### src/rtl/sfd_pkg.sv
// ----------------------------------------------------------------------------
// sfd_pkg: shared definitions for the SBUS frame decoder
// Frame layout constants, the queued frame record and the queue status.
// ----------------------------------------------------------------------------
package sfd_pkg;

    localparam int WIN_DEPTH   = 24;   // window bytes kept in registers (0..23)
    localparam int HELD_W      = 5;    // width of the held-byte count (0..24)
    localparam int DATA_BYTES  = 22;   // channel payload, frame bytes 1..22
    localparam int FLAGS_POS   = 23;   // flags byte position in the frame
    localparam int DATA_W      = DATA_BYTES * 8;
    localparam int CHAN_BITS   = 11;
    localparam int CHAN_W      = 4;
    localparam int ERR_W       = 16;

    localparam logic [HELD_W-1:0] HELD_FULL  = HELD_W'(WIN_DEPTH);
    localparam logic [CHAN_W-1:0] CHAN_FIRST = '0;
    localparam logic [CHAN_W-1:0] CHAN_LAST  = '1;
    localparam logic [ERR_W-1:0]  ERR_MAX    = '1;

    localparam logic [7:0] START_BYTE = 8'h0f;
    localparam logic [7:0] END_BYTE_0 = 8'h04;
    localparam logic [7:0] END_BYTE_1 = 8'h14;
    localparam logic [7:0] END_BYTE_2 = 8'h24;
    localparam logic [7:0] END_BYTE_3 = 8'h34;

    localparam int Q_DEPTH = 2;
    localparam int Q_PTR_W = $clog2(Q_DEPTH);
    localparam int Q_CNT_W = Q_PTR_W + 1;

    typedef struct packed {
        logic [DATA_W-1:0] bits;    // frame bytes 1..22, byte 1 in the low bits
        logic [7:0]        flags;
        logic [ERR_W-1:0]  err;
    } t_frame;

    typedef struct packed {
        logic full;
        logic empty;
    } t_q_stat;

    function automatic logic f_end_ok(input logic [7:0] b);
        return b inside {END_BYTE_0, END_BYTE_1, END_BYTE_2, END_BYTE_3};
    endfunction

endpackage

### src/rtl/sfd_front.sv
// ----------------------------------------------------------------------------
// sfd_front: byte window and frame classification
// Collects bytes, checks start and end bytes and forwards good frames.
// ----------------------------------------------------------------------------
module sfd_front (
    input  logic                        i_clk,
    input  logic                        i_rst_n,
    input  logic                        i_accept,
    input  logic [7:0]                  i_rx_byte,
    output logic                        o_push,
    output sfd_pkg::t_frame             o_frame
);

    logic [7:0]                   r_win [sfd_pkg::WIN_DEPTH];
    logic [7:0]                   n_win [sfd_pkg::WIN_DEPTH];
    logic [sfd_pkg::HELD_W-1:0]   r_held, n_held;
    logic [sfd_pkg::ERR_W-1:0]    r_err, n_err;
    logic                         full_now;
    logic                         start_ok;
    logic                         end_ok;

    assign full_now = (r_held == sfd_pkg::HELD_FULL);
    assign start_ok = (r_win[0] == sfd_pkg::START_BYTE);
    assign end_ok   = sfd_pkg::f_end_ok(i_rx_byte);
    assign o_push   = i_accept && full_now && start_ok && end_ok;

    always_comb begin
        for (int j = 0; j < sfd_pkg::DATA_BYTES; j++) begin
            o_frame.bits[j*8 +: 8] = r_win[j+1];
        end
        o_frame.flags = r_win[sfd_pkg::FLAGS_POS];
        o_frame.err   = r_err;
    end

    always_comb begin
        n_win  = r_win;
        n_held = r_held;
        n_err  = r_err;
        if (i_accept) begin
            if (!full_now) begin
                for (int i = 0; i < sfd_pkg::WIN_DEPTH; i++) begin
                    if (r_held == sfd_pkg::HELD_W'(i)) begin
                        n_win[i] = i_rx_byte;
                    end
                end
                n_held = r_held + 1'b1;
            end else if (start_ok && end_ok) begin
                n_held = '0;
            end else begin
                // Drop the first byte; the new byte lands at the top.
                for (int i = 0; i < sfd_pkg::WIN_DEPTH - 1; i++) begin
                    n_win[i] = r_win[i+1];
                end
                n_win[sfd_pkg::WIN_DEPTH-1] = i_rx_byte;
                if (start_ok && r_err != sfd_pkg::ERR_MAX) begin
                    n_err = r_err + 1'b1;
                end
            end
        end
    end

    always_ff @(posedge i_clk) begin
        r_win <= n_win;
        if (!i_rst_n) begin
            r_held <= '0;
            r_err  <= '0;
        end else begin
            r_held <= n_held;
            r_err  <= n_err;
        end
    end

endmodule

### src/rtl/sfd_queue.sv
// ----------------------------------------------------------------------------
// sfd_queue: short frame queue
// Holds decoded-ready frames between the classifier and the channel emitter.
// ----------------------------------------------------------------------------
module sfd_queue (
    input  logic                 i_clk,
    input  logic                 i_rst_n,
    input  logic                 i_push,
    input  sfd_pkg::t_frame      i_frame,
    input  logic                 i_pop,
    output sfd_pkg::t_frame      o_frame,
    output sfd_pkg::t_q_stat     o_stat
);

    sfd_pkg::t_frame               r_mem [sfd_pkg::Q_DEPTH];
    logic [sfd_pkg::Q_PTR_W-1:0]   r_wr, r_rd;
    logic [sfd_pkg::Q_CNT_W-1:0]   r_cnt, n_cnt;

    assign o_stat.full  = (r_cnt == sfd_pkg::Q_CNT_W'(sfd_pkg::Q_DEPTH));
    assign o_stat.empty = (r_cnt == '0);
    assign o_frame      = r_mem[r_rd];

    always_comb begin
        n_cnt = r_cnt;
        if (i_push && !i_pop) begin
            n_cnt = r_cnt + 1'b1;
        end else if (i_pop && !i_push) begin
            n_cnt = r_cnt - 1'b1;
        end
    end

    always_ff @(posedge i_clk) begin
        if (i_push) begin
            r_mem[r_wr] <= i_frame;
        end
        if (!i_rst_n) begin
            r_wr  <= '0;
            r_rd  <= '0;
            r_cnt <= '0;
        end else begin
            if (i_push) begin
                r_wr <= r_wr + 1'b1;
            end
            if (i_pop) begin
                r_rd <= r_rd + 1'b1;
            end
            r_cnt <= n_cnt;
        end
    end

endmodule

### src/rtl/sfd_back.sv
// ----------------------------------------------------------------------------
// sfd_back: channel emitter
// Unpacks one queued frame into sixteen channel requests, one per cycle unless stalled.
// ----------------------------------------------------------------------------
module sfd_back (
    input  logic                         i_clk,
    input  logic                         i_rst_n,
    input  sfd_pkg::t_frame              i_frame,
    input  sfd_pkg::t_q_stat             i_stat,
    output logic                         o_pop,
    input  logic                         i_stall,
    output logic                         o_valid,
    output logic [sfd_pkg::CHAN_W-1:0]   o_channel_index,
    output logic [sfd_pkg::CHAN_BITS-1:0] o_channel_value,
    output logic [7:0]                   o_frame_flags,
    output logic [sfd_pkg::ERR_W-1:0]    o_error_total,
    output logic                         o_last_of_frame
);

    logic                          r_busy, n_busy;
    logic [sfd_pkg::CHAN_W-1:0]    r_chan, n_chan;
    logic [sfd_pkg::DATA_W-1:0]    r_bits, n_bits;
    logic [7:0]                    r_flags, n_flags;
    logic [sfd_pkg::ERR_W-1:0]     r_err, n_err;
    logic                          out_take;
    logic                          is_last;

    assign is_last  = (r_chan == sfd_pkg::CHAN_LAST);
    assign out_take = r_busy && !i_stall;
    assign o_pop    = !i_stat.empty && (!r_busy || (out_take && is_last));

    assign o_valid         = r_busy;
    assign o_channel_index = r_chan;
    assign o_channel_value = r_bits[sfd_pkg::CHAN_BITS-1:0];
    assign o_frame_flags   = r_flags;
    assign o_error_total   = r_err;
    assign o_last_of_frame = is_last;

    always_comb begin
        n_busy  = r_busy;
        n_chan  = r_chan;
        n_bits  = r_bits;
        n_flags = r_flags;
        n_err   = r_err;
        if (o_pop) begin
            n_busy  = 1'b1;
            n_chan  = sfd_pkg::CHAN_FIRST;
            n_bits  = i_frame.bits;
            n_flags = i_frame.flags;
            n_err   = i_frame.err;
        end else if (out_take) begin
            if (is_last) begin
                n_busy = 1'b0;
            end else begin
                n_chan = r_chan + 1'b1;
                n_bits = r_bits >> sfd_pkg::CHAN_BITS;
            end
        end
    end

    always_ff @(posedge i_clk) begin
        r_chan  <= n_chan;
        r_bits  <= n_bits;
        r_flags <= n_flags;
        r_err   <= n_err;
        if (!i_rst_n) begin
            r_busy <= 1'b0;
        end else begin
            r_busy <= n_busy;
        end
    end

endmodule

### src/rtl/sbus_frame_decoder_unit.sv
// ----------------------------------------------------------------------------
// sbus_frame_decoder_unit: SBUS frame decoder, sixteen 11-bit channels
// Byte window with start/end checks, a frame queue and a channel emitter.
// ----------------------------------------------------------------------------
// Throughput: one byte request per cycle in while the frame queue is not
// full, and one channel request per cycle out while the output is not
// stalled; the input stalls only while the two-entry frame queue is full.
// The byte that completes a frame is written into the frame queue, and an
// idle emitter then loads it into its registers and presents channel 0.
// Reset is synchronous and active low; it clears window, queue, emitter, count.
module sbus_frame_decoder_unit (
    input  logic                          i_clk,
    input  logic                          i_rst_n,
    input  logic                          i_valid,
    output logic                          o_stall,
    input  logic [7:0]                    i_rx_byte,
    output logic                          o_valid,
    input  logic                          i_stall,
    output logic [sfd_pkg::CHAN_W-1:0]    o_channel_index,
    output logic [sfd_pkg::CHAN_BITS-1:0] o_channel_value,
    output logic [7:0]                    o_frame_flags,
    output logic [sfd_pkg::ERR_W-1:0]     o_error_total,
    output logic                          o_last_of_frame
);

    // Queue status shared by the front stall and the emitter's pop.
    sfd_pkg::t_q_stat  q_stat;
    sfd_pkg::t_frame   push_frame;
    sfd_pkg::t_frame   pop_frame;
    logic              push;
    logic              pop;
    logic              in_take;

    // The front never needs to wait on the emitter directly: a full queue is
    // the only backpressure, so the stall is simply the queue's full flag.
    assign o_stall = q_stat.full;
    assign in_take = i_valid && !q_stat.full;

    // The front keeps the byte window and the bad-end counter. A byte that
    // completes a good frame pushes the channel payload, flags and the
    // current error count into the queue in the same cycle.
    sfd_front u_front (
        .i_clk     (i_clk),
        .i_rst_n   (i_rst_n),
        .i_accept  (in_take),
        .i_rx_byte (i_rx_byte),
        .o_push    (push),
        .o_frame   (push_frame)
    );

    // Two frames of slack let the window keep filling while the emitter
    // drains a frame and the output side is stalled.
    sfd_queue u_queue (
        .i_clk   (i_clk),
        .i_rst_n (i_rst_n),
        .i_push  (push),
        .i_frame (push_frame),
        .i_pop   (pop),
        .o_frame (pop_frame),
        .o_stat  (q_stat)
    );

    // The emitter shifts the 176-bit payload down by eleven bits per taken
    // request, so each channel is always the low bits of one register. It
    // loads the next frame in the same cycle the last channel is taken.
    sfd_back u_back (
        .i_clk           (i_clk),
        .i_rst_n         (i_rst_n),
        .i_frame         (pop_frame),
        .i_stat          (q_stat),
        .o_pop           (pop),
        .i_stall         (i_stall),
        .o_valid         (o_valid),
        .o_channel_index (o_channel_index),
        .o_channel_value (o_channel_value),
        .o_frame_flags   (o_frame_flags),
        .o_error_total   (o_error_total),
        .o_last_of_frame (o_last_of_frame)
    );

endmodule

### config.mk
export PLATFORM = sky130hd
export DESIGN_NAME = sbus_frame_decoder_unit
export DESIGN_NICKNAME = d
export VERILOG_FILES = /design/src/rtl/sfd_pkg.sv /design/src/rtl/sfd_front.sv /design/src/rtl/sfd_queue.sv /design/src/rtl/sfd_back.sv /design/src/rtl/sbus_frame_decoder_unit.sv
export SDC_FILE = /design/constraint.sdc
export NUM_CORES = 1
export LEC_CHECK = 0
export BUFFER_PORTS_ARGS = -buffer_cell sky130_fd_sc_hd__buf_2
export CELL_PAD_IN_SITES_DETAIL_PLACEMENT = 2
export CELL_PAD_IN_SITES_GLOBAL_PLACEMENT = 2
export CORE_MARGIN = 2
export CORE_UTILIZATION = 40
export CTS_CLUSTER_DIAMETER = 50
export DETAILED_ROUTE_END_ITERATION = 7
export GPL_TIMING_DRIVEN = 0
export MAX_ROUTING_LAYER = met4
export PLACE_DENSITY = 0.82
export SLEW_MARGIN = 20
export SYNTH_ARGS = -nofsm -noshare
export SYNTH_HDL_FRONTEND = slang
export SYNTH_SLANG_ARGS = --single-unit
### constraint.sdc
create_clock -name i_clk -period 32.9 [get_ports i_clk]
set_input_delay 9.87 -clock i_clk [delete_from_list [all_inputs] [get_ports i_clk]]
set_output_delay 9.87 -clock i_clk [all_outputs]
set_load 0.03 [all_outputs]
==> results of run 1 <==
## cell type report
type | instances | area (µm²)
Fill cell | 7229 | 40620
Sequential cell | 823 | 24400
Multi-Input combinational cell | 1125 | 6221
Clock buffer | 117 | 2565
Tap cell | 1040 | 1301
Timing Repair Buffer | 76 | 792.0
Clock inverter | 64 | 732.0
Buffer | 119 | 539.3
Inverter | 11 | 41.29
## how the worst max path moves through the flow
stage	cells past startpoint	from	slack (ns)	endpoint
after global routing	12	i_stall	19.06	u_back.r_bits[141]
after detailed placement	12	i_stall	18.60	u_back.r_bits[116]
after CTS	12	i_stall	19.25	u_back.r_bits[141]
after floorplan	4	i_rx_byte[0]	12.78	u_queue.r_mem[0][0]
final	12	i_stall	19.33	u_back.r_bits[141]
after global placement	5	i_rx_byte[0]	6.01	u_queue.r_mem[0][121]
## state kept, by name, summed over array words and instances (netlist names), named ones only
signal,flops
u_back.o_channel_index,4
u_front.o_frame,184
u_back.r_bits,176
u_queue.r_wr,1
u_front.r_held,5
u_queue.r_cnt,2
u_back.o_valid,1
u_front.r_err,16
u_back.o_frame_flags,8
u_front.r_win,8
u_back.o_error_total,16
u_queue.r_rd,1
u_queue.r_mem,400
## cells by family after synthesis
| kind of cell | count (synthesis) | synth area share (%) |
|---|---|---|
| multiplexers | 202 | 6.596 |
| AO/OA/AOI/OAI | 228 | 3.758 |
| buffers and inverters | 130 | 1.841 |
| flip-flops | 823 | 78.39 |
| adder cells (fa/ha/maj) | 8 | 0.3216 |
| AND/OR/NAND/NOR | 678 | 8.838 |
| XOR/XNOR | 9 | 0.2532 |
## stage by stage
step           area [µm²]  util (%)
4_1_cts             36550     47.34
3_3_place_gp        32690     42.34
6_report            36600     47.40
2_1_floorplan       31130         -
3_5_place_dp        33260     43.07
5_1_grt             36600     47.40
## worst max-delay path, stage by stage
cell and delay, ns:
buf_2 0.11, o21ai_1 0.27, o21a_1 0.18, buf_2 0.62, inv_2 0.35, buf_2 0.33, clkbuf_1 0.35, buf_2 0.34
nand2_4 0.46, buf_12 0.32, buf_12 0.28, buf_16 0.31
## layout by cell type (no fill, tap or decap), types with 5 or more instances in the layout
cell type     n
buf_2        84
mux2_2       25
or3_1        12
a21oi_2       5
and3_1        5
clkinv_2     12
nand2b_1      5
buf_4        12
buf_1        14
buf_12        9
inv_1         9
clkinv_4      8
nor2_1       36
clkbuf_1     71
nor2b_1       5
edfxtp_1    792
buf_16       11
clkbuf_2      6
bufinv_16    11
ha_1          8
clkinvlp_4    7
clkinv_1     14
dfxtp_1      31
nand2_1     561
clkbuf_16    99
a21oi_1      32
o21ai_0     179
mux2i_1     177
nand3_1      14
inv_6         8
nand4_1      10
xor2_1        7
## layer usage
layer | up-vias | global-route usage [%] | wire length (µm)
met1 | 10030 | 31.29 | 40820
li1 | 7931 | - | -
met2 | 647 | 49.33 | 58000
met3 | 193 | 3.768 | 5199
met5 | - | - | 0
met4 | 0 | 10.56 | 3868
## power breakdown
part           leakage (µW)  internal, µW  switching (µW)
Clock               0.00159           650             472
Sequential          0.00752          1140            3.43
Combinational       0.00322          9.40            35.6
Total                0.0123          1800             511
==> impl_metrics.json, run 1 <==
{
  "start_util_pct": 40.32,
  "fin_total_pwr_uw": 2313,
  "clk_pin_slew_worst_paths_ns": 0.06,
  "fin_ws_ns": 19.33,
  "synth.yosys.seq_area_share_pct": 78.39,
  "leakagePower_uw": 0.01233,
  "cp_max_fo": 52,
  "synthesis.area_um2": 31130,
  "synth.most_common_cell": "edfxtp_1",
  "layout-drive-gt1-share_pct": 13.83,
  "grt_pass1_vias": 21120,
  "core_area_um2": 77210,
  "grt_max_degree": 53,
  "path_class": "input pin to register",
  "yosys_warnings": 0,
  "fmax_mhz": 73.70,
  "dpl_worst_slack_ns": 18.60,
  "min_period_over_period_pct": 41.24,
  "gr-total-overflow": 0,
  "synth_seq_cells": 823,
  "postCtsSetupBuffers": 0,
  "cts_tree": "built",
  "timing.hold.ws_ns": 0.4658,
  "final_cells": 3375,
  "dp_hpwl_um": 71500,
  "start_kind": "input pin",
  "diodes": 0,
  "drv_slew": 0,
  "cap_violations": 0,
  "required_ns": 33.20,
  "placedCellCount": 3193,
  "relSlewSlack_pct": 18.07,
  "antenna_found_initial": 4,
  "run_status": "complete, no violations",
  "synth_area_per_cell_um2": 14.98,
  "hold_viol": 0,
  "wl_per_cell_um": 31.97,
  "holdPathStages": 0,
  "ant_nets": 0,
  "drtIter0Drc": 1741,
  "async_reset_ff_share_pct": 0,
  "die-area_um2": 80070,
  "firstDrtPassIters": 6,
  "grt_pass1_wl_um": 154200,
  "place_congestion": 0.8191,
  "finalSetupViolCount": 0,
  "worst_ep_arrival_time_ns": 13.87,
  "chipHeight_um": 283.0,
  "ys.flop_type": "edfxtp_1",
  "drc": 0,
  "grt_usage_pct": 27.57,
  "clock_latency_ns": 0.67,
  "netlist_top_cells_area": "edfxtp_1 (76%), nand2_1 (6.8%), mux2i_1 (5.7%)",
  "setup_tns_ns": 0,
  "r2r_start": "u_back.o_channel_index[0]",
  "yosys.cell_types.count": 42,
  "min_period_ns": 13.57,
  "vdd_ir_drop_max_mv": 0.03921,
  "yosysTopAreaCell": "edfxtp_1",
  "io_pins": 54,
  "cts_root_buffer": "clkbuf_16",
  "ys_top_cells_by_count": "edfxtp_1 (792), nand2_1 (562), o21ai_0 (179), mux2i_1 (177), clkbuf_1 (59)",
  "holdPathEnd": "u_queue.r_mem[1][149]",
  "numCtsBuffers": 98,
  "r2r_end": "u_back.r_bits[141]",
  "r2r_cells": 13,
  "syn2layout_area_growth_pct": 17.56,
  "cp-end-kind": "register",
  "synth-edff-count": 792,
  "rsz0062_at_grt": "false",
  "cts-htree-levels": 3,
  "totalWireLength_um": 107900,
  "synth.net_count": 2098,
  "skew_ns": 0.03936,
  "ctsHoldBuffers": 0,
  "synthCells": 2078,
  "io_buffers": 52,
  "tightest_slew_ns": 1.229,
  "vias_per_cell": 5.570,
  "rows": 102,
  "min_from": "u_front.o_frame[149]",
  "vias": 18800,
  "fin_nets": 2274,
  "reg2reg_setup_slack_ns": 27.77,
  "numClockSinks": 823,
  "clockBufferDepth": 3,
  "power.density_nw_per_um2": 63.21,
  "synth_top_area_share_pct": 76.40,
  "die_x_um": 283.0,
  "post_cts_resized": 0,
  "hold_class": "register to register"
}
Note: power is estimated with default switching activity, not from simulation.
==> run 2, diff against run 1 <==
--- a/config.mk
+++ b/config.mk
@@ -14,7 +14,7 @@
 export DETAILED_ROUTE_END_ITERATION = 7
 export GPL_TIMING_DRIVEN = 0
 export MAX_ROUTING_LAYER = met4
-export PLACE_DENSITY = 0.82
+export PLACE_DENSITY = 0.84
 export SLEW_MARGIN = 20
 export SYNTH_ARGS = -nofsm -noshare
 export SYNTH_HDL_FRONTEND = slang
==> constraint.sdc (replaced) <==
create_clock -name i_clk -period 11.2 [get_ports i_clk]
set_input_delay 3.36 -clock i_clk [delete_from_list [all_inputs] [get_ports i_clk]]
set_output_delay 3.36 -clock i_clk [all_outputs]
set_load 0.03 [all_outputs]
==> impl_metrics.json, run 2 (same netlist as run 1, synthesis figures left out) <==
{
  "grt_pass1_wl_um": 163200,
  "hold_class": "register to register",
  "grt_usage_pct": 29.47,
  "core_area_um2": 77210,
  "cap_violations": 0,
  "hold_viol": 0,
  "holdPathStages": 0,
  "r2r_start": "u_back.o_channel_index[1]",
  "clk_pin_slew_worst_paths_ns": 0.06,
  "cp-end-kind": "register",
  "path_class": "input pin to register",
  "mostFrequentLayoutCell": "edfxtp_1",
  "use_met1_pct": 32.40,
  "r2r_end": "u_back.r_bits[97]",
  "required_ns": 11.56,
  "ant_nets": 0,
  "post_dp_cell_area_um2": 33210,
  "io_buffers": 52,
  "numCtsBuffers": 104,
  "fin_ws_ns": 4.439,
  "rows": 102,
  "grt_max_degree": 50,
  "met3_usage_pct": 4.509,
  "cts-htree-levels": 3,
  "crit_buf_inv": 8,
  "clock_latency_ns": 0.70,
  "cts_root_buffer": "clkbuf_16",
  "leakagePower_uw": 0.01243,
  "start_kind": "input pin",
  "io_pins": 54,
  "crit_family": "buffers and inverters",
  "path_cells": "buf_2 -> o21ai_1 -> o21a_1 -> buf_2 -> inv_2 -> buf_2 -> clkbuf_1 -> buf_2 -> nand2_4 -> buf_16 -> buf_16",
  "totalWireLength_um": 114700,
  "reg2reg_setup_slack_ns": 6.29,
  "rsz0062_at_grt": "false",
  "dpl_worst_slack_ns": 3.812,
  "start_util_pct": 40.32,
  "power.density_nw_per_um2": 191.4,
  "antenna_found_initial": 4,
  "final_cell_mix": "edfxtp_1 (792), nand2_1 (561), o21ai_0 (179), mux2i_1 (177), clkbuf_16 (104)",
  "r2r_cells": 12,
  "tightest_slew_ns": 1.209,
  "post_cts_resized": 0,
  "final_cells": 3389,
  "finalSetupViolCount": 0,
  "crit_path_max_incr_delay_ns": 0.65,
  "cts_tree": "built",
  "die_x_um": 283.0,
  "wl_per_cell_um": 33.85,
  "ctsHoldBuffers": 0,
  "largest_reg_flops": 400,
  "vdd_ir_drop_max_mv": 0.1149,
  "min_period_over_period_pct": 60.36,
  "fmax_mhz": 147.9,
  "crit_path_frequent_cell": "buf_2",
  "numClockSinks": 823,
  "vias_per_cell": 5.653,
  "grt.busiest_layer": "met2",
  "fin_nets": 2278,
  "drtIter0Drc": 1788,
  "dp_hpwl_um": 73740,
  "firstDrtPassIters": 6,
  "worst_ep_arrival_time_ns": 7.12,
  "postCtsSetupBuffers": 0,
  "chipHeight_um": 283.0,
  "min_period_ns": 6.761,
  "placedCellCount": 3191,
  "gr-total-overflow": 0,
  "syn2layout_area_growth_pct": 18.34,
  "holdPathEnd": "u_queue.r_mem[1][107]",
  "layout-drive-gt1-share_pct": 14.06,
  "vias": 19160,
  "die-area_um2": 80070,
  "final_area_um2": 36840,
  "top_register": "u_queue.r_mem",
  "run_status": "complete, no violations",
  "cp-startpoint": "i_stall",
  "relSlewSlack_pct": 19.41,
  "clockBufferDepth": 3,
  "drv_slew": 0,
  "skew_ns": 0.04011,
  "grt_pass1_vias": 21460,
  "cp_max_fo": 48,
  "slowest_stage": "buf_2",
  "met2_usage_pct": 53.01,
  "drc": 0,
  "min_from": "u_front.o_frame[107]",
  "place_congestion": 0.8129
}
## run 2: report_power, final
group	internal [µW]	total (µW)	switching (µW)
clock	2090	3550	1460
combinational	28.1	138	110
sequential	3360	3370	11.0
## run 2: metal layers
| metal | up-vias | wire length (µm) |
|---|---|---|
| li1 | 7946 | - |
| met5 | - | 0 |
| met2 | 794 | 61680 |
| met1 | 10160 | 42280 |
| met3 | 261 | 5439 |
| met4 | 0 | 5318 |
## run 2: how the worst max path moves through the flow
| stage | cells past startpoint | endpoint |
|---|---|---|
| after global routing | 11 | u_back.r_bits[97] |
| after floorplan | 4 | u_queue.r_mem[0][0] |
| after detailed placement | 11 | u_back.r_bits[102] |
| final | 11 | u_back.r_bits[97] |
| after CTS | 11 | u_back.r_bits[97] |
| after global placement | 5 | u_queue.r_mem[0][133] |
## run 2: layout make-up
type / instances / area [µm²]
tap: 1040 / 1301
timing repair buffer: 74 / 752.0
sequential: 823 / 24400
inverter: 11 / 41.29
multi-input combinational: 1125 / 6221
clock buffer: 124 / 2708
buffer: 119 / 536.8
fill: 7235 / 40370
clock inverter: 71 / 870.8
antenna: 2 / 5.005
## run 2: per-stage QoR
| step | hold WS (ns) | power, µW | setup TNS [ns] | util (%) |
|---|---|---|---|---|
| after CTS | 0.4777 | 7086 | 0 | 47.65 |
| after floorplan | 0.4449 | 3488 | 0 | - |
| after detailed placement | 0.4655 | 3560 | 0 | 43.01 |
| after global routing | 0.4938 | 7185 | 0 | 47.71 |
| final | 0.4838 | 7052 | 0 | 47.71 |
| after global placement | 0.4520 | 3542 | -1043.90 | 42.34 |
## run 2: worst register-to-register path: cells and delay by family, from the launching register on
kind            cells  cell delay [ns]
simple gates        2             0.49
buf+inv             7             2.81
fa+ha+maj           1             0.26
compound gates      2             0.52
flops               1             0.43
